[config.mk]
export PLATFORM = sky130hd
export DESIGN_NAME = priority_ready_queue_unit
export DESIGN_NICKNAME = d
export VERILOG_FILES = /design/src/prq_pkg.sv /design/src/prq_slot_store.sv /design/src/priority_ready_queue_unit.sv
export SDC_FILE = /design/constraint.sdc
export NUM_CORES = 1
export LEC_CHECK = 0
export BUFFER_PORTS_ARGS = -buffer_cell sky130_fd_sc_hd__buf_2
export CELL_PAD_IN_SITES_DETAIL_PLACEMENT = 1
export CELL_PAD_IN_SITES_GLOBAL_PLACEMENT = 1
export CORE_MARGIN = 2
export CORE_UTILIZATION = 45
export CTS_BUF_LIST = sky130_fd_sc_hd__clkbuf_4 sky130_fd_sc_hd__clkbuf_8 sky130_fd_sc_hd__clkbuf_16
export CTS_CLUSTER_DIAMETER = 60
export DETAILED_ROUTE_END_ITERATION = 10
export PLACE_DENSITY = 0.68
export SKIP_CTS_REPAIR_TIMING = 1
export SLEW_MARGIN = 20
export SYNTH_ARGS = -nofsm -noshare
export SYNTH_HDL_FRONTEND = slang
export SYNTH_SLANG_ARGS = --single-unit
[constraint.sdc]
create_clock -name clk_i -period 6.9 [get_ports clk_i]
set_clock_uncertainty 0.05 [all_clocks]
set_input_delay 0.345 -clock clk_i [delete_from_list [all_inputs] [get_ports clk_i]]
set_output_delay 0.345 -clock clk_i [all_outputs]
set_load 0.03 [all_outputs]
[src/prq_pkg.sv]
// Shared types and codes for the priority ready queue.
// Holds the input and result word layouts and the status and kind codes.
// No dependencies.
package prq_pkg;

  // Field widths of the words on the ports.
  localparam int unsigned KIND_W   = 1;
  localparam int unsigned ID_W     = 6;
  localparam int unsigned PRIO_W   = 3;
  localparam int unsigned STATUS_W = 2;
  localparam int unsigned CNT_W    = 7;

  // Operation carried by an input word.
  localparam logic [KIND_W-1:0] KIND_INSERT = 1'b0;
  localparam logic [KIND_W-1:0] KIND_POP    = 1'b1;

  // Result status codes.
  typedef enum logic [STATUS_W-1:0] {
    STATUS_DONE  = 2'd0,
    STATUS_FULL  = 2'd1,
    STATUS_EMPTY = 2'd2
  } status_e;

  typedef struct packed {
    logic [KIND_W-1:0] kind;
    logic [ID_W-1:0]   process_id;
    logic [PRIO_W-1:0] prio_level;
  } in_word_t;

  typedef struct packed {
    status_e           status;
    logic [ID_W-1:0]   out_id;
    logic [PRIO_W-1:0] out_prio;
    logic [CNT_W-1:0]  entry_count;
  } out_word_t;

endpackage

[src/prq_slot_store.sv]
// Entry store of the priority ready queue: a ring of slots addressed by
// position from the head, one write and one registered read per cycle.
// Depends on nothing beyond its parameters.
module prq_slot_store #(
  parameter int unsigned QUEUE_DEPTH = 64,
  parameter int unsigned ID_BITS     = 6,
  parameter int unsigned PRIO_BITS   = 3,
  localparam int unsigned AW = (QUEUE_DEPTH > 1) ? $clog2(QUEUE_DEPTH) : 1
) (
  input  logic                 clk_i,
  input  logic [AW-1:0]        head_i,
  input  logic                 rd_en_i,
  input  logic [AW-1:0]        rd_pos_i,
  output logic [ID_BITS-1:0]   rd_id_o,
  output logic [PRIO_BITS-1:0] rd_prio_o,
  input  logic                 wr_en_i,
  input  logic [AW-1:0]        wr_pos_i,
  input  logic [ID_BITS-1:0]   wr_id_i,
  input  logic [PRIO_BITS-1:0] wr_prio_i
);

  logic [ID_BITS-1:0]   id_mem   [QUEUE_DEPTH];
  logic [PRIO_BITS-1:0] prio_mem [QUEUE_DEPTH];

  logic [AW:0]   rd_sum, wr_sum;
  logic [AW-1:0] rd_addr, wr_addr;

  // Map a position from the head onto a slot, wrapping once round the ring.
  always_comb begin
    rd_sum = {1'b0, head_i} + {1'b0, rd_pos_i};
    wr_sum = {1'b0, head_i} + {1'b0, wr_pos_i};
    if (rd_sum >= (AW+1)'(QUEUE_DEPTH)) begin
      rd_sum = rd_sum - (AW+1)'(QUEUE_DEPTH);
    end
    if (wr_sum >= (AW+1)'(QUEUE_DEPTH)) begin
      wr_sum = wr_sum - (AW+1)'(QUEUE_DEPTH);
    end
    rd_addr = rd_sum[AW-1:0];
    wr_addr = wr_sum[AW-1:0];
  end

  // Slot write and registered read.
  always_ff @(posedge clk_i) begin
    if (wr_en_i) begin
      id_mem[wr_addr]   <= wr_id_i;
      prio_mem[wr_addr] <= wr_prio_i;
    end
    if (rd_en_i) begin
      rd_id_o   <= id_mem[rd_addr];
      rd_prio_o <= prio_mem[rd_addr];
    end
  end

endmodule

[src/priority_ready_queue_unit.sv]
// Priority ready queue: entries sorted by priority number, FIFO within one
// priority. Insert walks back from the tail one entry per cycle, shifting
// each larger-numbered entry one slot on through the single slot store port.
// One item at a time: the next word can be taken in the cycle after the
// result word is loaded, and an output stall holds the finished item back.
// Reset clears the count, head and control registers; slots are not cleared.
module priority_ready_queue_unit
  import prq_pkg::*;
#(
  parameter int unsigned QUEUE_DEPTH = 64,
  parameter int unsigned ID_BITS     = 6,
  parameter int unsigned PRIO_BITS   = 3
) (
  input  logic      clk_i,
  input  logic      rst_ni,
  input  logic      in_valid_i,
  output logic      in_stall_o,
  input  in_word_t  in_data_i,
  output logic      out_valid_o,
  input  logic      out_stall_i,
  output out_word_t out_data_o
);

  localparam int unsigned AW = (QUEUE_DEPTH > 1) ? $clog2(QUEUE_DEPTH) : 1;
  localparam int unsigned CW = $clog2(QUEUE_DEPTH + 1);

  typedef enum logic [2:0] {
    S_IDLE,
    S_INS_CMP,
    S_INS_PUT,
    S_POP_WAIT,
    S_DONE
  } state_e;

  state_e               state_q;
  logic [CW-1:0]        count_q;
  logic [AW-1:0]        head_q;
  logic [AW-1:0]        pos_q;
  logic [ID_BITS-1:0]   new_id_q;
  logic [PRIO_BITS-1:0] new_prio_q;
  out_word_t            res_q;
  logic                 out_valid_q;
  out_word_t            out_data_q;

  logic                 in_acc;
  logic                 is_full, is_empty;
  logic [ID_BITS-1:0]   in_id;
  logic [PRIO_BITS-1:0] in_prio;
  logic                 rd_en, wr_en;
  logic [AW-1:0]        rd_pos, wr_pos;
  logic [ID_BITS-1:0]   wr_id, rd_id;
  logic [PRIO_BITS-1:0] wr_prio, rd_prio;
  logic                 shift_on;
  logic                 out_free;
  logic [CW-1:0]        count_inc, count_dec;

  assign in_stall_o  = (state_q != S_IDLE);
  assign in_acc      = in_valid_i && !in_stall_o;
  assign is_full     = (count_q == CW'(QUEUE_DEPTH));
  assign is_empty    = (count_q == '0);
  assign in_id       = ID_BITS'(in_data_i.process_id);
  assign in_prio     = PRIO_BITS'(in_data_i.prio_level);
  assign out_free    = !out_valid_q || !out_stall_i;
  assign count_inc   = count_q + 1'b1;
  assign count_dec   = count_q - 1'b1;
  assign out_valid_o = out_valid_q;
  assign out_data_o  = out_data_q;

  // The entry just read moves back while its number exceeds the new one.
  assign shift_on = (rd_prio > new_prio_q);

  // Slot store port control for the walk and for the pop read.
  always_comb begin
    rd_en   = 1'b0;
    rd_pos  = '0;
    wr_en   = 1'b0;
    wr_pos  = pos_q;
    wr_id   = new_id_q;
    wr_prio = new_prio_q;
    case (state_q)
      S_IDLE: begin
        if (in_acc && (in_data_i.kind == KIND_INSERT) && !is_full && !is_empty) begin
          rd_en  = 1'b1;
          rd_pos = AW'(count_q - 1'b1);
        end else if (in_acc && (in_data_i.kind == KIND_POP) && !is_empty) begin
          rd_en  = 1'b1;
          rd_pos = '0;
        end
      end
      S_INS_CMP: begin
        wr_en = 1'b1;
        if (shift_on) begin
          wr_id   = rd_id;
          wr_prio = rd_prio;
          if (pos_q > AW'(1)) begin
            rd_en  = 1'b1;
            rd_pos = (pos_q - 1'b1) - 1'b1;
          end
        end
      end
      S_INS_PUT: begin
        wr_en = 1'b1;
      end
      default: begin
      end
    endcase
  end

  prq_slot_store #(
    .QUEUE_DEPTH(QUEUE_DEPTH),
    .ID_BITS    (ID_BITS),
    .PRIO_BITS  (PRIO_BITS)
  ) u_store (
    .clk_i    (clk_i),
    .head_i   (head_q),
    .rd_en_i  (rd_en),
    .rd_pos_i (rd_pos),
    .rd_id_o  (rd_id),
    .rd_prio_o(rd_prio),
    .wr_en_i  (wr_en),
    .wr_pos_i (wr_pos),
    .wr_id_i  (wr_id),
    .wr_prio_i(wr_prio)
  );

  // Sequencer, queue bookkeeping and the output register.
  always_ff @(posedge clk_i or negedge rst_ni) begin
    if (!rst_ni) begin
      state_q     <= S_IDLE;
      count_q     <= '0;
      head_q      <= '0;
      pos_q       <= '0;
      new_id_q    <= '0;
      new_prio_q  <= '0;
      res_q       <= '0;
      out_valid_q <= 1'b0;
      out_data_q  <= '0;
    end else begin
      if (out_valid_q && !out_stall_i) begin
        out_valid_q <= 1'b0;
      end
      case (state_q)
        S_IDLE: begin
          if (in_acc) begin
            new_id_q          <= in_id;
            new_prio_q        <= in_prio;
            res_q.out_id      <= '0;
            res_q.out_prio    <= '0;
            res_q.entry_count <= CNT_W'(count_q);
            if (in_data_i.kind == KIND_INSERT) begin
              if (is_full) begin
                res_q.status <= STATUS_FULL;
                state_q      <= S_DONE;
              end else if (is_empty) begin
                pos_q   <= '0;
                state_q <= S_INS_PUT;
              end else begin
                pos_q   <= AW'(count_q);
                state_q <= S_INS_CMP;
              end
            end else begin
              if (is_empty) begin
                res_q.status <= STATUS_EMPTY;
                state_q      <= S_DONE;
              end else begin
                state_q <= S_POP_WAIT;
              end
            end
          end
        end
        S_INS_CMP: begin
          if (!shift_on) begin
            count_q           <= count_inc;
            res_q.status      <= STATUS_DONE;
            res_q.entry_count <= CNT_W'(count_inc);
            state_q           <= S_DONE;
          end else if (pos_q == AW'(1)) begin
            pos_q   <= '0;
            state_q <= S_INS_PUT;
          end else begin
            pos_q <= pos_q - 1'b1;
          end
        end
        S_INS_PUT: begin
          count_q           <= count_inc;
          res_q.status      <= STATUS_DONE;
          res_q.entry_count <= CNT_W'(count_inc);
          state_q           <= S_DONE;
        end
        S_POP_WAIT: begin
          count_q           <= count_dec;
          head_q            <= (head_q == AW'(QUEUE_DEPTH - 1)) ? '0 : head_q + 1'b1;
          res_q.status      <= STATUS_DONE;
          res_q.out_id      <= ID_W'(rd_id);
          res_q.out_prio    <= PRIO_W'(rd_prio);
          res_q.entry_count <= CNT_W'(count_dec);
          state_q           <= S_DONE;
        end
        S_DONE: begin
          if (out_free) begin
            out_valid_q <= 1'b1;
            out_data_q  <= res_q;
            state_q     <= S_IDLE;
          end
        end
        default: begin
          state_q <= S_IDLE;
        end
      endcase
    end
  end

  // The count never passes the depth.
  a_count_bound: assert property (@(posedge clk_i) disable iff (!rst_ni)
    count_q <= CW'(QUEUE_DEPTH))
    else $error("entry count exceeds queue depth");

  // The walk only runs on a queue that is neither empty nor full.
  a_walk_count: assert property (@(posedge clk_i) disable iff (!rst_ni)
    (state_q == S_INS_CMP) |-> (!is_empty && !is_full && (pos_q != '0)))
    else $error("insert walk on an empty or full queue");

  // A successful pop removes exactly one entry.
  a_pop_dec: assert property (@(posedge clk_i) disable iff (!rst_ni)
    (state_q == S_POP_WAIT) |=> (count_q == $past(count_q) - 1'b1))
    else $error("pop did not remove one entry");

  // A finished result enters the output register once it is free.
  a_done_load: assert property (@(posedge clk_i) disable iff (!rst_ni)
    (state_q == S_DONE && out_free) |=> (out_valid_o && state_q == S_IDLE))
    else $error("finished result not presented");

endmodule

==> metrics.cfg <==
[die]
rows = 89
core_area_um2 = 58900
die_h_um = 248
fp.dieW_um = 248
fp.dieArea_um2 = 61300
pin_count = 34
initial_utilization_pct = 45.4

[grt]
grt_overflow = 0
grt_max_degree = 77
antenna_found_initial = 0
grt_pass1_wl_mm = 101
grt_usage_pct = 22.4
grt_pass1_vias = 15000

[final_layout]
final_layout_size_suffix_gt1_share_pct = 23.4
syn_to_final_growth_pct = 13.2
fin_nets = 1632
antenna_cells = 0
final_area_um2 = 30300
fin_cells = 2425

[place]
post-place-cells = 2286
gp_congestion = 0.813
dp_hpwl_mm = 40.3
postPlaceCellArea_um2 = 27800
port_buffers = 33

[critical_path]
start_kind = flop
crit_path_top_delay_cell = fa_4
endpoint_kind = flop
cpLargestDelayFamily = adder cells
required_ps = 7160
path_cells = nor3_2 -> nand2_1 -> buf_4 -> nor2_1 -> nand2_2 -> o22ai_1 -> ha_4 -> inv_1 -> fa_4 -> buf_4 -> mux4_2 -> and3_1 -> a31oi_1 -> a31oi_1 -> mux2i_1 -> o211ai_1
crit_type = reg2reg
critPathArrivalTime_ps = 5750
crit_buf_inv = 3
cp_slowest_stage_delay_ps = 1450
crit_fanout = 56

[logic_synthesis]
yosysWarningCount = 0
async_flop_share_pct = 10.4
synth_area_um2 = 26700
ys_ff_latch = 653
ys.flop_type = edfxtp_1
yosysSeqAreaShare_pct = 72.1
syn_inst = 1530
synth_cell_types = 49
syn-num-nets = 1565
synth_edf_count = 585
avgSynthCellArea_um2 = 17.5

[route]
wirelength_mm = 66.5
routedWlPerCell_um = 27.4
vias = 14400
viasPerCell = 5.92
drc = 0
ant_nets = 0
initialDrtViolationCount = 1084
firstDrtPassIters = 5

[sta]
worst_slew_pin_slew_ps = 1050
tns_ps = 0
setup_violations = 0
max_freq_ghz = 0.182
post-route-period-util_pct = 79.6
maxSlewHeadroom_pct = 29.5
hold_viol_final = 0
rsz0062_at_grt = false
slew_viol_final = 0
fin_crit_ps = 5490

[cts]
cts_tree = yes
cts_sinks = 653
max-clock-path-buffers = 3
cts_root_buf = clkbuf_16
cts_buffers = 71
htree_levels = 3
clock_latency_ps = 620
clk_pin_slew_ps = 60

[power]
power_density_nw_per_um2 = 539
p_leak_nw = 10.1
peakVddDrop_uv = 330

[status]
run_status = finished clean

[worst_hold_path]
hold_class = in2reg

[run]
drv_cap = 0

worst paths after layout:
path	startpoint	endpoint	slack [ps]	depth (start not counted)
min in group asynchronous	rst_ni	out_data_o[15]	430	3
max in group asynchronous	rst_ni	out_data_o[3]	5760	3
worst max-delay path	state_q[2]	u_store.rd_prio_o[1]	1410	16
worst min register to register	res_q[2]	res_q[2]	420	2
worst max register to register	state_q[2]	u_store.rd_prio_o[1]	1410	16
worst min-delay path	in_data_i[9]	res_q[17]	60	3
cell usage after synthesis, drive strengths merged (2+ instances only):
cell type / n / area [um^2]
edfxtp: 585 / 17600
mux4: 144 / 3240
nand2: 135 / 512
nand3: 102 / 510
nor2: 101 / 387
dfrtp: 68 / 1700
clkbuf: 52 / 219
a31oi: 38 / 238
mux2: 36 / 405
a21oi: 29 / 149
buf: 29 / 144
xnor2: 29 / 273
o21ai: 24 / 120
and3: 23 / 144
ha: 19 / 238
inv: 19 / 71.3
xor2: 19 / 166
nand4: 11 / 68.8
o211ai: 10 / 75.1
mux2i: 9 / 90.1
nor3: 9 / 70.1
o22ai: 8 / 56.3
a21o: 6 / 45.0
a211oi: 4 / 30.0
nor3b: 4 / 40.0
o21bai: 3 / 22.5
fa: 2 / 40.0
o22a: 2 / 17.5
or3: 2 / 12.5
layer usage:
metal	vias up	global-route usage, %	part of all wire, %
met4	0	6.57	2.7
met1	7634	30.9	43
met5	-	0	0
met3	112	3.96	5.5
met2	446	36.8	49
li1	6166	-	-
stage by stage:
stage	util [%]	hold WS (ps)	total power, mW	setup slack, ps
floorplan	-	-0.591	10.3	2200
global placement	47.3	412	12.6	1570
detailed placement	47.3	417	12.7	1430
CTS	51.2	-72.2	16.5	1380
global route	51.4	72.1	17.1	1080
finish	51.4	61.8	16.3	1410
worst min-delay path: cells and delay by family:
kind / cells / cell delay (ps)
compound gates: 1 / 70
simple gates: 1 / 90
buf+inv: 1 / 150
power by group:
| part | total [mW] | switching, mW | internal [mW] |
|---|---|---|---|
| logic | 6.82 | 4.27 | 2.55 |
| clock network | 3.75 | 1.53 | 2.22 |
| registers | 5.74 | 0.267 | 5.47 |
cells by family after synthesis:
family / Yosys count / share of synthesized area, %
adders and majority gates: 21 / 1.04
xor gates and xnor gates: 48 / 1.64
muxes: 189 / 14.0
and+or+nand+nor: 391 / 6.63
AOI/OAI and AO/OA: 127 / 2.92
buffers and inverters: 101 / 1.66
DFF: 653 / 72.1
sequential cells by signal, summed over array words and instances (netlist names):
register           flops
u_store.id_mem       384
u_store.prio_mem     192
out_data_o            18
res_q                 18
count_q                7
head_q                 6
new_id_q               6
pos_q                  6
u_store.rd_id_o        6
new_prio_q             3
state_q                3
u_store.rd_prio_o      3
out_valid_o            1
layout make-up:
class,instances,area [um^2]
Clock buffer,95,2030
Multi-Input combinational cell,776,7100
Tap cell,773,967
Timing Repair Buffer,76,541
Fill cell,5401,28700
Clock inverter,33,279
Inverter,19,71.3
Sequential cell,653,19300
layout by cell type, fill, tap and decap left out, types with 19 or more instances in the layout:
cell type,Yosys,routed
nand3_1,102,102
o21ai_0,24,22
a21oi_1,28,28
xnor2_1,28,24
buf_4,1,30
clkbuf_16,0,74
dfrtp_1,68,68
nand2_1,133,133
edfxtp_1,585,585
and3_1,23,23
inv_1,19,19
nor2_1,100,100
a31oi_1,38,38
buf_2,19,33
mux2_2,36,36
mux4_2,144,144
Power figures use the tool's default switching activity.
